$ cat config.mk
export PLATFORM = sky130hd
export DESIGN_NAME = speech_endpoint_detector_core_flat
export DESIGN_NICKNAME = d
export VERILOG_FILES = /design/src/rtl/core/sed_pkg.sv /design/src/rtl/core/sed_intf.sv /design/src/rtl/core/sed_cfg.sv /design/src/rtl/core/sed_flag_mem.sv /design/src/rtl/core/sed_seq.sv /design/src/rtl/core/speech_endpoint_detector_core.sv /design/src/flat_wrapper.sv
export SDC_FILE = /design/constraint.sdc
export NUM_CORES = 1
export LEC_CHECK = 0
export BUFFER_PORTS_ARGS = -buffer_cell sky130_fd_sc_hd__buf_4
export CORE_MARGIN = 5
export CORE_UTILIZATION = 60
export DETAILED_ROUTE_END_ITERATION = 8
export MAX_ROUTING_LAYER = met4
export PLACE_DENSITY_LB_ADDON = 0.3
export SLEW_MARGIN = 0
export SYNTH_ARGS = -nofsm -noshare
export SYNTH_HDL_FRONTEND = slang
export SYNTH_SLANG_ARGS = --single-unit
$ cat constraint.sdc
create_clock -name clk_i -period 4.8 [get_ports clk_i]
set_input_delay 0.48 -clock clk_i [delete_from_list [all_inputs] [get_ports clk_i]]
set_output_delay 0.48 -clock clk_i [all_outputs]
set_load 0.01 [all_outputs]
$ cat src/rtl/core/sed_pkg.sv
// Shared types, widths and register codes for the speech endpoint detector.
package sed_pkg;

  localparam int unsigned MaxWindow       = 32;
  localparam int unsigned MaxFrameSamples = 1024;

  // Field widths fixed by the register map and the item formats
  localparam int unsigned WinW     = 6;
  localparam int unsigned ThrW     = 5;
  localparam int unsigned SampW    = 11;
  localparam int unsigned FrameW   = 32;
  localparam int unsigned CfgIdxW  = 2;
  localparam int unsigned CfgDataW = 11;

  // Widths that follow from the limits
  localparam int unsigned PtrW    = $clog2(MaxWindow);
  localparam int unsigned CntW    = $clog2(MaxWindow + 1);
  localparam int unsigned FsW     = $clog2(MaxFrameSamples + 1);
  localparam int unsigned WinExtW = (CntW > WinW) ? CntW : WinW;
  localparam int unsigned CmpW    = (CntW > ThrW) ? CntW : ThrW;
  localparam int unsigned FsExtW  = (FsW > SampW) ? FsW : SampW;

  localparam logic [WinW-1:0]  WindowRst       = WinW'(10);
  localparam logic [ThrW-1:0]  StartThrRst     = ThrW'(9);
  localparam logic [ThrW-1:0]  EndThrRst       = ThrW'(1);
  localparam logic [SampW-1:0] FrameSamplesRst = SampW'(480);

  typedef enum logic [CfgIdxW-1:0] {
    CFG_WINDOW        = 2'd0,
    CFG_START_THR     = 2'd1,
    CFG_END_THR       = 2'd2,
    CFG_FRAME_SAMPLES = 2'd3
  } cfg_reg_e;

  typedef enum logic {
    OP_FRAME = 1'b0,
    OP_EOS   = 1'b1
  } op_e;

  // Effective configuration, as seen by the sequencer
  typedef struct packed {
    logic [CntW-1:0] window;
    logic [ThrW-1:0] start_thr;
    logic [ThrW-1:0] end_thr;
    logic [FsW-1:0]  frame_samples;
    logic            clear_queue;
  } cfg_t;

  typedef struct packed {
    logic             op;
    logic             frame_is_speech;
    logic [SampW-1:0] tail_samples;
  } in_t;

  typedef struct packed {
    logic              frame_valid;
    logic [FrameW-1:0] frame_index;
    logic [SampW-1:0]  tail_out;
    logic              speech_active;
    logic [FrameW-1:0] segment_start;
    logic [FrameW-1:0] segment_end;
    logic [SampW-1:0]  segment_end_extra;
    logic              error;
    logic              last;
  } res_t;

  typedef struct packed {
    logic            we;
    logic [PtrW-1:0] waddr;
    logic            wdata;
    logic [PtrW-1:0] raddr;
  } mem_req_t;

endpackage

$ cat src/rtl/core/sed_intf.sv
// Valid/ready channel interfaces for frames, results and register writes.
interface sed_frame_if;
  logic                       valid;
  logic                       ready;
  logic                       op;
  logic                       frame_is_speech;
  logic [sed_pkg::SampW-1:0]  tail_samples;

  modport source (output valid, output op, output frame_is_speech, output tail_samples,
                  input ready);
  modport sink   (input valid, input op, input frame_is_speech, input tail_samples,
                  output ready);
endinterface

interface sed_result_if;
  logic                       valid;
  logic                       ready;
  logic                       frame_valid;
  logic [sed_pkg::FrameW-1:0] frame_index;
  logic [sed_pkg::SampW-1:0]  tail_out;
  logic                       speech_active;
  logic [sed_pkg::FrameW-1:0] segment_start;
  logic [sed_pkg::FrameW-1:0] segment_end;
  logic [sed_pkg::SampW-1:0]  segment_end_extra;
  logic                       error;
  logic                       last;

  modport source (output valid, output frame_valid, output frame_index, output tail_out,
                  output speech_active, output segment_start, output segment_end,
                  output segment_end_extra, output error, output last, input ready);
  modport sink   (input valid, input frame_valid, input frame_index, input tail_out,
                  input speech_active, input segment_start, input segment_end,
                  input segment_end_extra, input error, input last, output ready);
endinterface

interface sed_cfg_if;
  logic                         valid;
  logic                         ready;
  logic [sed_pkg::CfgIdxW-1:0]  index;
  logic [sed_pkg::CfgDataW-1:0] data;

  modport source (output valid, output index, output data, input ready);
  modport sink   (input valid, input index, input data, output ready);
endinterface

$ cat src/rtl/core/sed_cfg.sv
// Configuration registers with clamping to the effective ranges.
module sed_cfg (
  input  logic            clk_i,
  input  logic            rst_ni,
  sed_cfg_if.sink         cfg_i,
  output sed_pkg::cfg_t   cfg_o
);

  logic [sed_pkg::WinW-1:0]  window_q;
  logic [sed_pkg::ThrW-1:0]  start_thr_q;
  logic [sed_pkg::ThrW-1:0]  end_thr_q;
  logic [sed_pkg::SampW-1:0] frame_samples_q;
  logic                      wr_en;
  logic [sed_pkg::WinExtW-1:0] win_ext;
  logic [sed_pkg::FsExtW-1:0]  fs_ext;

  assign cfg_i.ready = 1'b1;
  assign wr_en       = cfg_i.valid && cfg_i.ready;

  always_ff @(posedge clk_i or negedge rst_ni) begin
    if (!rst_ni) begin
      window_q        <= sed_pkg::WindowRst;
      start_thr_q     <= sed_pkg::StartThrRst;
      end_thr_q       <= sed_pkg::EndThrRst;
      frame_samples_q <= sed_pkg::FrameSamplesRst;
    end else if (wr_en) begin
      unique case (sed_pkg::cfg_reg_e'(cfg_i.index))
        sed_pkg::CFG_WINDOW:        window_q        <= cfg_i.data[sed_pkg::WinW-1:0];
        sed_pkg::CFG_START_THR:     start_thr_q     <= cfg_i.data[sed_pkg::ThrW-1:0];
        sed_pkg::CFG_END_THR:       end_thr_q       <= cfg_i.data[sed_pkg::ThrW-1:0];
        sed_pkg::CFG_FRAME_SAMPLES: frame_samples_q <= cfg_i.data[sed_pkg::SampW-1:0];
        default: ;
      endcase
    end
  end

  // Clamp window to 2..MaxWindow and frame size to MaxFrameSamples
  assign win_ext = sed_pkg::WinExtW'(window_q);
  assign fs_ext  = sed_pkg::FsExtW'(frame_samples_q);

  always_comb begin
    if (win_ext < sed_pkg::WinExtW'(2)) begin
      cfg_o.window = sed_pkg::CntW'(2);
    end else if (win_ext > sed_pkg::WinExtW'(sed_pkg::MaxWindow)) begin
      cfg_o.window = sed_pkg::CntW'(sed_pkg::MaxWindow);
    end else begin
      cfg_o.window = sed_pkg::CntW'(win_ext);
    end
    if (fs_ext > sed_pkg::FsExtW'(sed_pkg::MaxFrameSamples)) begin
      cfg_o.frame_samples = sed_pkg::FsW'(sed_pkg::MaxFrameSamples);
    end else begin
      cfg_o.frame_samples = sed_pkg::FsW'(fs_ext);
    end
    cfg_o.start_thr   = start_thr_q;
    cfg_o.end_thr     = end_thr_q;
    cfg_o.clear_queue = wr_en && (sed_pkg::cfg_reg_e'(cfg_i.index) == sed_pkg::CFG_WINDOW);
  end

endmodule

$ cat src/rtl/core/sed_flag_mem.sv
// Flag ring storage: one write and one registered read per cycle.
module sed_flag_mem (
  input  logic              clk_i,
  input  sed_pkg::mem_req_t req_i,
  output logic              rdata_o
);

  logic mem_q [sed_pkg::MaxWindow];
  logic rdata_q;

  // Read returns the old contents on a same-entry write
  always_ff @(posedge clk_i) begin
    if (req_i.we) begin
      mem_q[req_i.waddr] <= req_i.wdata;
    end
    rdata_q <= mem_q[req_i.raddr];
  end

  assign rdata_o = rdata_q;

endmodule

$ cat src/rtl/core/sed_seq.sv
// Sequencer: queue pointers, speech count, segment marks and result forming.
module sed_seq (
  input  logic              clk_i,
  input  logic              rst_ni,
  input  sed_pkg::cfg_t     cfg_i,
  input  logic              in_valid_i,
  output logic              in_ready_o,
  input  sed_pkg::in_t      in_i,
  input  logic              out_free_i,
  output logic              push_o,
  output sed_pkg::res_t     res_o,
  output sed_pkg::mem_req_t mem_o,
  input  logic              mem_rdata_i
);

  typedef enum logic [6:0] {
    ST_IDLE  = 7'b0000001,
    ST_EVICT = 7'b0000010,
    ST_POP   = 7'b0000100,
    ST_DCHK  = 7'b0001000,
    ST_DPOP  = 7'b0010000,
    ST_DFIN  = 7'b0100000,
    ST_EMIT  = 7'b1000000
  } state_e;

  state_e state_q, state_d, ret_q, ret_d;

  logic [sed_pkg::PtrW-1:0]   head_q, head_d;
  logic [sed_pkg::CntW-1:0]   occ_q, occ_d;
  logic [sed_pkg::CntW-1:0]   cnt_q, cnt_d;
  logic                       speech_q, speech_d;
  logic [sed_pkg::FrameW-1:0] qsf_q, qsf_d;
  logic [sed_pkg::FrameW-1:0] seen_q, seen_d;
  logic [sed_pkg::FrameW-1:0] start_q, start_d;
  logic [sed_pkg::FrameW-1:0] end_q, end_d;
  logic [sed_pkg::SampW-1:0]  extra_q, extra_d;
  logic                       ending_q, ending_d;
  logic                       fwd_q, fwd_d;
  logic                       all_sp_q, all_sp_d;

  // Item payload and pending result fields
  logic                       flag_q, flag_d;
  logic [sed_pkg::SampW-1:0]  tail_q, tail_d;
  logic                       r_valid_q, r_valid_d;
  logic [sed_pkg::FrameW-1:0] r_idx_q, r_idx_d;
  logic [sed_pkg::SampW-1:0]  r_tail_q, r_tail_d;
  logic                       r_err_q, r_err_d;
  logic                       r_last_q, r_last_d;

  logic                       accept;
  logic                       full;
  logic [sed_pkg::CntW:0]     slot_sum;
  logic [sed_pkg::CntW:0]     win_x;
  logic [sed_pkg::PtrW-1:0]   slot;
  logic [sed_pkg::CntW-1:0]   head_nx;
  logic [sed_pkg::PtrW-1:0]   head_inc;
  logic [sed_pkg::PtrW-1:0]   head_push;
  logic [sed_pkg::CntW-1:0]   cnt_push;
  logic [sed_pkg::FrameW-1:0] qsf_push;
  logic                       pop_flag;
  logic                       tail_bad;

  assign in_ready_o = (state_q == ST_IDLE);
  assign accept     = in_valid_i && in_ready_o;

  // Ring arithmetic: head stays below the window, head + occupancy below twice it
  assign full     = (occ_q == cfg_i.window);
  assign slot_sum = (sed_pkg::CntW+1)'(head_q) + (sed_pkg::CntW+1)'(occ_q);
  assign win_x    = (sed_pkg::CntW+1)'(cfg_i.window);
  assign slot     = (slot_sum >= win_x) ? sed_pkg::PtrW'(slot_sum - win_x)
                                        : sed_pkg::PtrW'(slot_sum);
  assign head_nx  = sed_pkg::CntW'(head_q) + sed_pkg::CntW'(1);
  assign head_inc = (head_nx == cfg_i.window) ? '0 : sed_pkg::PtrW'(head_nx);

  assign head_push = full ? head_inc : head_q;
  assign cnt_push  = cnt_q - sed_pkg::CntW'(full & mem_rdata_i) + sed_pkg::CntW'(flag_q);
  assign qsf_push  = qsf_q + sed_pkg::FrameW'(full);
  assign pop_flag  = fwd_q ? flag_q : mem_rdata_i;
  assign tail_bad  = sed_pkg::FsExtW'(in_i.tail_samples) >
                     sed_pkg::FsExtW'(cfg_i.frame_samples);

  always_comb begin
    state_d   = state_q;
    ret_d     = ret_q;
    head_d    = head_q;
    occ_d     = occ_q;
    cnt_d     = cnt_q;
    speech_d  = speech_q;
    qsf_d     = qsf_q;
    seen_d    = seen_q;
    start_d   = start_q;
    end_d     = end_q;
    extra_d   = extra_q;
    ending_d  = ending_q;
    fwd_d     = fwd_q;
    all_sp_d  = all_sp_q;
    flag_d    = flag_q;
    tail_d    = tail_q;
    r_valid_d = r_valid_q;
    r_idx_d   = r_idx_q;
    r_tail_d  = r_tail_q;
    r_err_d   = r_err_q;
    r_last_d  = r_last_q;
    push_o    = 1'b0;
    mem_o.we    = 1'b0;
    mem_o.waddr = slot;
    mem_o.wdata = flag_q;
    mem_o.raddr = head_q;

    unique case (state_q)
      ST_IDLE: begin
        if (accept) begin
          flag_d    = in_i.frame_is_speech;
          tail_d    = in_i.tail_samples;
          r_valid_d = 1'b0;
          r_idx_d   = '0;
          r_tail_d  = '0;
          r_err_d   = 1'b0;
          r_last_d  = 1'b0;
          ret_d     = ST_IDLE;
          if (in_i.op == sed_pkg::OP_FRAME) begin
            // fetch head flag, needed if the push evicts it
            state_d = ST_EVICT;
          end else if (tail_bad) begin
            r_err_d  = 1'b1;
            r_last_d = 1'b1;
            state_d  = ST_EMIT;
          end else if (!speech_q) begin
            r_last_d = 1'b1;
            state_d  = ST_EMIT;
          end else begin
            speech_d = 1'b0;
            end_d    = qsf_q;
            extra_d  = '0;
            all_sp_d = 1'b1;
            state_d  = ST_DCHK;
          end
        end
      end

      ST_EVICT: begin
        mem_o.we    = 1'b1;
        mem_o.raddr = head_push;
        fwd_d       = (head_push == slot);
        head_d      = head_push;
        occ_d       = full ? occ_q : occ_q + sed_pkg::CntW'(1);
        cnt_d       = cnt_push;
        qsf_d       = qsf_push;
        seen_d      = seen_q + sed_pkg::FrameW'(1);
        ending_d    = 1'b0;
        if (speech_q) begin
          ending_d = (sed_pkg::CmpW'(cnt_push) < sed_pkg::CmpW'(cfg_i.end_thr));
          state_d  = ST_POP;
        end else if (sed_pkg::CmpW'(cnt_push) > sed_pkg::CmpW'(cfg_i.start_thr)) begin
          start_d  = qsf_push;
          end_d    = '0;
          extra_d  = '0;
          speech_d = 1'b1;
          state_d  = ST_POP;
        end else begin
          state_d  = ST_EMIT;
        end
      end

      ST_POP: begin
        r_valid_d = 1'b1;
        r_idx_d   = qsf_q;
        qsf_d     = qsf_q + sed_pkg::FrameW'(1);
        head_d    = head_inc;
        occ_d     = occ_q - sed_pkg::CntW'(1);
        cnt_d     = cnt_q - sed_pkg::CntW'(pop_flag);
        if (ending_q) begin
          end_d    = qsf_q + sed_pkg::FrameW'(1);
          extra_d  = '0;
          speech_d = 1'b0;
        end
        state_d = ST_EMIT;
      end

      ST_DCHK: begin
        state_d = (occ_q == '0) ? ST_DFIN : ST_DPOP;
      end

      ST_DPOP: begin
        qsf_d  = qsf_q + sed_pkg::FrameW'(1);
        head_d = head_inc;
        occ_d  = occ_q - sed_pkg::CntW'(1);
        cnt_d  = cnt_q - sed_pkg::CntW'(mem_rdata_i);
        if (mem_rdata_i) begin
          end_d     = qsf_q + sed_pkg::FrameW'(1);
          r_valid_d = 1'b1;
          r_idx_d   = qsf_q;
          ret_d     = ST_DCHK;
          state_d   = ST_EMIT;
        end else begin
          // stop at the first non-speech flag
          all_sp_d = 1'b0;
          state_d  = ST_DFIN;
        end
      end

      ST_DFIN: begin
        r_valid_d = 1'b0;
        r_idx_d   = '0;
        r_last_d  = 1'b1;
        r_tail_d  = '0;
        if (all_sp_q) begin
          r_tail_d = tail_q;
          end_d    = seen_q;
          extra_d  = tail_q;
        end
        head_d  = '0;
        occ_d   = '0;
        cnt_d   = '0;
        ret_d   = ST_IDLE;
        state_d = ST_EMIT;
      end

      ST_EMIT: begin
        if (out_free_i) begin
          push_o  = 1'b1;
          state_d = ret_q;
        end
      end

      default: state_d = ST_IDLE;
    endcase

    // A window rewrite empties the queue
    if (cfg_i.clear_queue) begin
      head_d = '0;
      occ_d  = '0;
      cnt_d  = '0;
    end
  end

  always_ff @(posedge clk_i or negedge rst_ni) begin
    if (!rst_ni) begin
      state_q  <= ST_IDLE;
      ret_q    <= ST_IDLE;
      head_q   <= '0;
      occ_q    <= '0;
      cnt_q    <= '0;
      speech_q <= 1'b0;
      qsf_q    <= '0;
      seen_q   <= '0;
      start_q  <= '0;
      end_q    <= '0;
      extra_q  <= '0;
      ending_q <= 1'b0;
      fwd_q    <= 1'b0;
      all_sp_q <= 1'b0;
    end else begin
      state_q  <= state_d;
      ret_q    <= ret_d;
      head_q   <= head_d;
      occ_q    <= occ_d;
      cnt_q    <= cnt_d;
      speech_q <= speech_d;
      qsf_q    <= qsf_d;
      seen_q   <= seen_d;
      start_q  <= start_d;
      end_q    <= end_d;
      extra_q  <= extra_d;
      ending_q <= ending_d;
      fwd_q    <= fwd_d;
      all_sp_q <= all_sp_d;
    end
  end

  always_ff @(posedge clk_i) begin
    flag_q    <= flag_d;
    tail_q    <= tail_d;
    r_valid_q <= r_valid_d;
    r_idx_q   <= r_idx_d;
    r_tail_q  <= r_tail_d;
    r_err_q   <= r_err_d;
    r_last_q  <= r_last_d;
  end

  always_comb begin
    res_o.frame_valid       = r_valid_q;
    res_o.frame_index       = r_idx_q;
    res_o.tail_out          = r_tail_q;
    res_o.speech_active     = speech_q;
    res_o.segment_start     = start_q;
    res_o.segment_end       = end_q;
    res_o.segment_end_extra = extra_q;
    res_o.error             = r_err_q;
    res_o.last              = r_last_q;
  end

endmodule

$ cat src/rtl/core/speech_endpoint_detector_core.sv
// Top level of the speech endpoint detector: config, flag ring, sequencer, result register.
//
//  channel    dir  modport  payload
//  ---------  ---  -------  -------------------------------------------------------
//  frame_i    in   sink     op, frame_is_speech, tail_samples
//  result_o   out  source   frame_valid, frame_index, tail_out, speech_active,
//                           segment_start, segment_end, segment_end_extra, error, last
//  cfg_i      in   sink     index (register number), data
//
// A frame item runs evict, then pop if the oldest frame is released, then emit; the flag
// ring read is registered. End of stream goes to emit, or drains by check, pop and emit
// per speech frame, then finish and emit. rst_ni clears control state; ring has no reset.
// frame_i is taken only between items; a stalled result_o holds its transfer in the
// output register and the sequencer waits in its emit step until the register frees.
module speech_endpoint_detector_core (
  input  logic          clk_i,
  input  logic          rst_ni,
  sed_frame_if.sink     frame_i,
  sed_result_if.source  result_o,
  sed_cfg_if.sink       cfg_i
);

  sed_pkg::cfg_t     cfg;
  sed_pkg::in_t      in_item;
  sed_pkg::res_t     res;
  sed_pkg::res_t     out_q;
  sed_pkg::mem_req_t mem_req;
  logic              mem_rdata;
  logic              push;
  logic              out_valid_q;
  logic              out_free;

  // Register file; a window write also empties the queue
  sed_cfg u_cfg (
    .clk_i  (clk_i),
    .rst_ni (rst_ni),
    .cfg_i  (cfg_i),
    .cfg_o  (cfg)
  );

  // Voice-activity flags of the decision window
  sed_flag_mem u_flag_mem (
    .clk_i   (clk_i),
    .req_i   (mem_req),
    .rdata_o (mem_rdata)
  );

  always_comb begin
    in_item.op              = frame_i.op;
    in_item.frame_is_speech = frame_i.frame_is_speech;
    in_item.tail_samples    = frame_i.tail_samples;
  end

  // Push, evict, decide and release; drain on end of stream
  sed_seq u_seq (
    .clk_i       (clk_i),
    .rst_ni      (rst_ni),
    .cfg_i       (cfg),
    .in_valid_i  (frame_i.valid),
    .in_ready_o  (frame_i.ready),
    .in_i        (in_item),
    .out_free_i  (out_free),
    .push_o      (push),
    .res_o       (res),
    .mem_o       (mem_req),
    .mem_rdata_i (mem_rdata)
  );

  // Output register: load on push, drop when the sink takes the transfer
  assign out_free = !out_valid_q || result_o.ready;

  always_ff @(posedge clk_i or negedge rst_ni) begin
    if (!rst_ni) begin
      out_valid_q <= 1'b0;
    end else if (push) begin
      out_valid_q <= 1'b1;
    end else if (result_o.ready) begin
      out_valid_q <= 1'b0;
    end
  end

  always_ff @(posedge clk_i) begin
    if (push) begin
      out_q <= res;
    end
  end

  always_comb begin
    result_o.valid             = out_valid_q;
    result_o.frame_valid       = out_q.frame_valid;
    result_o.frame_index       = out_q.frame_index;
    result_o.tail_out          = out_q.tail_out;
    result_o.speech_active     = out_q.speech_active;
    result_o.segment_start     = out_q.segment_start;
    result_o.segment_end       = out_q.segment_end;
    result_o.segment_end_extra = out_q.segment_end_extra;
    result_o.error             = out_q.error;
    result_o.last              = out_q.last;
  end

endmodule

$ cat src/flat_wrapper.sv
// flat-port wrapper written by rule: the top's interface ports become plain ports
module speech_endpoint_detector_core_flat 
  (clk_i, rst_ni, frame_i_valid, frame_i_op, frame_i_frame_is_speech, frame_i_tail_samples, frame_i_ready, result_o_valid, result_o_frame_valid, result_o_frame_index, result_o_tail_out, result_o_speech_active, result_o_segment_start, result_o_segment_end, result_o_segment_end_extra, result_o_error, result_o_last, result_o_ready, cfg_i_valid, cfg_i_index, cfg_i_data, cfg_i_ready);
  sed_frame_if frame_i_i ();
  sed_result_if result_o_i ();
  sed_cfg_if cfg_i_i ();
  input  logic clk_i;
  input  logic rst_ni;
  input wire logic [$bits(frame_i_i.valid)-1:0] frame_i_valid;
  input wire logic [$bits(frame_i_i.op)-1:0] frame_i_op;
  input wire logic [$bits(frame_i_i.frame_is_speech)-1:0] frame_i_frame_is_speech;
  input wire logic [$bits(frame_i_i.tail_samples)-1:0] frame_i_tail_samples;
  output wire logic [$bits(frame_i_i.ready)-1:0] frame_i_ready;
  output wire logic [$bits(result_o_i.valid)-1:0] result_o_valid;
  output wire logic [$bits(result_o_i.frame_valid)-1:0] result_o_frame_valid;
  output wire logic [$bits(result_o_i.frame_index)-1:0] result_o_frame_index;
  output wire logic [$bits(result_o_i.tail_out)-1:0] result_o_tail_out;
  output wire logic [$bits(result_o_i.speech_active)-1:0] result_o_speech_active;
  output wire logic [$bits(result_o_i.segment_start)-1:0] result_o_segment_start;
  output wire logic [$bits(result_o_i.segment_end)-1:0] result_o_segment_end;
  output wire logic [$bits(result_o_i.segment_end_extra)-1:0] result_o_segment_end_extra;
  output wire logic [$bits(result_o_i.error)-1:0] result_o_error;
  output wire logic [$bits(result_o_i.last)-1:0] result_o_last;
  input wire logic [$bits(result_o_i.ready)-1:0] result_o_ready;
  input wire logic [$bits(cfg_i_i.valid)-1:0] cfg_i_valid;
  input wire logic [$bits(cfg_i_i.index)-1:0] cfg_i_index;
  input wire logic [$bits(cfg_i_i.data)-1:0] cfg_i_data;
  output wire logic [$bits(cfg_i_i.ready)-1:0] cfg_i_ready;
  assign frame_i_i.valid = frame_i_valid;
  assign frame_i_i.op = frame_i_op;
  assign frame_i_i.frame_is_speech = frame_i_frame_is_speech;
  assign frame_i_i.tail_samples = frame_i_tail_samples;
  assign frame_i_ready = frame_i_i.ready;
  assign result_o_valid = result_o_i.valid;
  assign result_o_frame_valid = result_o_i.frame_valid;
  assign result_o_frame_index = result_o_i.frame_index;
  assign result_o_tail_out = result_o_i.tail_out;
  assign result_o_speech_active = result_o_i.speech_active;
  assign result_o_segment_start = result_o_i.segment_start;
  assign result_o_segment_end = result_o_i.segment_end;
  assign result_o_segment_end_extra = result_o_i.segment_end_extra;
  assign result_o_error = result_o_i.error;
  assign result_o_last = result_o_i.last;
  assign result_o_i.ready = result_o_ready;
  assign cfg_i_i.valid = cfg_i_valid;
  assign cfg_i_i.index = cfg_i_index;
  assign cfg_i_i.data = cfg_i_data;
  assign cfg_i_ready = cfg_i_i.ready;
  speech_endpoint_detector_core u_core (.clk_i(clk_i), .rst_ni(rst_ni), .frame_i(frame_i_i), .result_o(result_o_i), .cfg_i(cfg_i_i));
endmodule
==> metrics.cfg <==
[status]
status=completed

[critical_path]
r2r_start=u_core.u_cfg.win_ext[4]
crit_top_cell=ha_1
cp-end-kind=register
critical_path.cell_chain=nor4_4 > o21ai_0 > and3b_1 > and3_1 > ha_1 > inv_1 > ha_1 > fa_1 > ha_1 > nor2b_1 > o21a_1 > o21ai_0 > nand2b_1 > a21oi_2 > o21bai_2 > o221ai_1 > nor3_2 > nand2_1 > buf_8 > mux2_2
cp_slowest_cell=fa_1
reg2reg_depth=20
critPathKind=reg -> reg
r2r_setup_slack_ps=240
critical-path-top-delay-family=adder cells
crit_buf_inv=2
worstPathArrival_ps=4980
path_max_fanout=19
cp.required_ps=5220
timing.rr.end=u_core.u_seq.end_q[4]
cpPeakStageDelay_ps=490
critPathLaunchType=register

[global_routing]
track_usage_pct=24.6
grt_max_degree=109
grt_pass1_vias=13100
grt_pass1_wl_um=69800
overflow=0
antenna_found_initial=0

[sta]
fin_crit_ps=4560
whs_ps=36.5
slew_headroom_pct=32.3
rsz0062_at_grt=false
tightest_slew_ps=1020
drv_slew=0
fmax_ghz=0.219
finalWorstSetupSlack_ps=242
skew_ps=14.8
final.setup.tns_ps=0
final-hold-violation-count=0
setup_violations=0
finalCritPeriodShare_pct=95.0

[pwr]
p_sw_share_pct=31.2
clockPowerShare_pct=29.0
comb_power_share_pct=29.1
max-vdd-ir-drop_mv=0.333
seqPwrFrac_pct=42.0
report.power.total_mw=11.0
powerDensity_nw_per_um2=491
leakage_nw=9.43
power.net_switching_mw=3.44
p_int_mw=7.59

[run]
cap_violations=0

[yosys]
synth_top_area_share_pct=32.8
ys_seq_area_share_pct=58.3
synth_most_common_cell=edfxtp_1
synth_top_area_cell=edfxtp_1
synthTopCellsByArea=edfxtp_1 (33%), dfrtp_1 (24%), mux2_2 (3.9%), nand2_1 (3.6%), ha_1 (3.4%)
syn-cell-area_um2=19400
yosysWarnings=0
netlist_instances=1680
synth_cell_type_count=90
ys.flop_type=edfxtp_1
synthArstFlopShare_pct=48.0
synth-seq-cells=410
synth_nets=1767
synth.avg_cell_area_um2=11.6
synth_edf_count=212
ys_top_cells_by_count=edfxtp_1 (212), dfrtp_1 (186), nand2_1 (186)

[placed_design]
dp_cells=2181
io_buffers=154
dp_hpwl_um=30200
post_dp_cell_area_um2=21000
gp_congestion=0.937
place_ws_ps=-36.1

[clock_network]
clk_latency_ps=540
htree_num_levels=2
cts.clk_slew.worst_paths_ps=60
clock_sinks=410
cts_buffers=42
postCtsHoldBufs=0
cts_root_buf=clkbuf_16
clock_path_buffers=3
cts_tree=done

[floorplan]
die_h_um=190
core_um2=31700
fp.dieArea_um2=36100
die_x_um=190
start_util_pct=61.2
row_count=65
io_pins=156

[layout]
instances_no_fill=2260
syn_to_final_growth_pct=15.7
drive_above_1_share_pct=19.9
nets=1913
antennaDiodeCount=0
fillers=2255
fin_area_um2=22500
final_core_util_pct=70.8

[detailed_routing]
drtAntennaViolNets=0
dr_total_vias=13400
drtIter0Drc=1080
via_per_inst=5.94
firstDrtPassIters=8
drt-wirelength-per-cell_um=19.2
wirelength_um=43300
drc=0

[min_path]
hold_class=in -> async

timing repair:
| item | in CTS | in global routing |
|---|---|---|
| gates cloned | 0 | 0 |
| pin swaps | 0 | 3 |
| setup buffers | 0 | 3 |
| setup endpoints to repair | 15 | 43 |
| gates resized for setup | 2 | 10 |
worst register-to-register path: cells and delay by family (launching register included):
family / cells / cell delay, ps
AO/OA/AOI/OAI: 6 / 940
adder cells (fa/ha/maj): 4 / 1240
buffers and inverters: 2 / 260
flip-flops: 1 / 460
multiplexers: 1 / 360
AND/OR/NAND/NOR: 7 / 1180
routing by layer:
| layer | routed length, µm | up-vias | share of wire, % | track usage [%] |
|---|---|---|---|---|
| met2 | 21200 | 522 | 49 | 39.9 |
| met4 | 1080 | 0 | 2.5 | 7.21 |
| met3 | 2700 | 86 | 6.2 | 3.14 |
| li1 | - | 6311 | - | - |
| met5 | 0 | - | 0 | - |
| met1 | 18300 | 6509 | 42 | 33.1 |
power groups by stage:
stage	Combinational, mW	Sequential [mW]	Clock (mW)
floorplan	2.03	4.69	0
global placement	2.96	4.67	0
detailed placement	3.05	4.69	0
CTS	3.09	4.63	3.25
global route	3.53	4.69	3.41
finish	3.20	4.63	3.19
flip-flops by register name, summed over array words and instances, names as in the netlist, 2 cells and up:
register / cells
u_core.u_seq.head_q: 5
u_core.u_seq.tail_q: 11
u_core.u_cfg.start_thr_q: 5
u_core.u_flag_mem.mem_q: 32
u_core.result_o.segment_end: 32
u_core.u_seq.extra_q: 11
u_core.result_o.segment_start: 32
u_core.result_o.frame_index: 32
u_core.u_seq.seen_q: 32
u_core.u_cfg.frame_samples_q: 11
u_core.result_o.tail_out: 11
u_core.result_o.segment_end_extra: 11
u_core.u_seq.r_idx_q: 32
u_core.u_seq.cnt_q: 6
u_core.u_seq.start_q: 32
u_core.u_seq.state_q: 7
u_core.u_cfg.end_thr_q: 5
u_core.u_seq.r_tail_q: 11
u_core.u_seq.occ_q: 6
u_core.u_seq.qsf_q: 32
u_core.u_cfg.win_ext: 6
u_core.u_seq.end_q: 32
u_core.u_seq.ret_q: 2
cells by family (layout without fill, tap and decap cells):
kind of cell	Yosys count	count (layout)	share of synthesized area [%]
AO/OA/AOI/OAI	288	288	9.76
AND/OR/NAND/NOR	574	574	14.4
adder cells (fa/ha/maj)	56	56	3.76
XOR/XNOR	122	122	5.58
buffers and inverters	138	316	2.82
flip-flops	410	410	58.3
multiplexers	91	91	5.34
other	1	1	0.0193
how the worst max path moves through the flow:
stage | endpoint | cells after the start | from
global placement | u_core.u_seq.extra_q[6] | 20 | u_core.u_cfg.win_ext[2]
finish | u_core.u_seq.end_q[4] | 20 | u_core.u_cfg.win_ext[4]
global route | u_core.u_seq.end_q[18] | 20 | u_core.u_cfg.win_ext[4]
detailed placement | u_core.u_seq.extra_q[6] | 20 | u_core.u_cfg.win_ext[2]
floorplan | u_core.u_seq.r_idx_q[0] | 4 | u_core.u_seq.state_q[1]
CTS | u_core.u_seq.end_q[4] | 20 | u_core.u_cfg.win_ext[5]
final cells by class:
class	count	area, µm²	area share (%)
inverter	54	203	0.902
sequential	410	11300	50.4
multi-input combinational	1132	7600	33.8
tap	402	503	2.24
clock buffer	61	1220	5.42
timing repair buffer	186	1450	6.46
clock inverter	15	160	0.713
cell usage in the layout (no fill, tap or decap), types with 7 or more instances in the layout:
cell type / count
a21o_1: 18
a21oi_1: 52
a221o_1: 16
a31oi_1: 14
and2_1: 37
and3_1: 39
buf_4: 180
clkbuf_1: 11
clkbuf_16: 44
dfrtp_1: 184
dfstp_2: 11
edfxtp_1: 212
ha_1: 52
inv_1: 50
mux2_2: 67
mux2i_1: 20
nand2_1: 183
nand2b_1: 9
nand3_1: 56
nand4_1: 17
nor2_1: 136
nor2b_1: 10
nor3_1: 25
nor3b_1: 7
nor4_1: 7
o21a_1: 8
o21ai_0: 96
o21ai_1: 9
o21bai_1: 7
o311ai_0: 10
o31ai_1: 9
xnor2_1: 73
xor2_1: 47
Note: power is estimated with default switching activity, not from simulation.
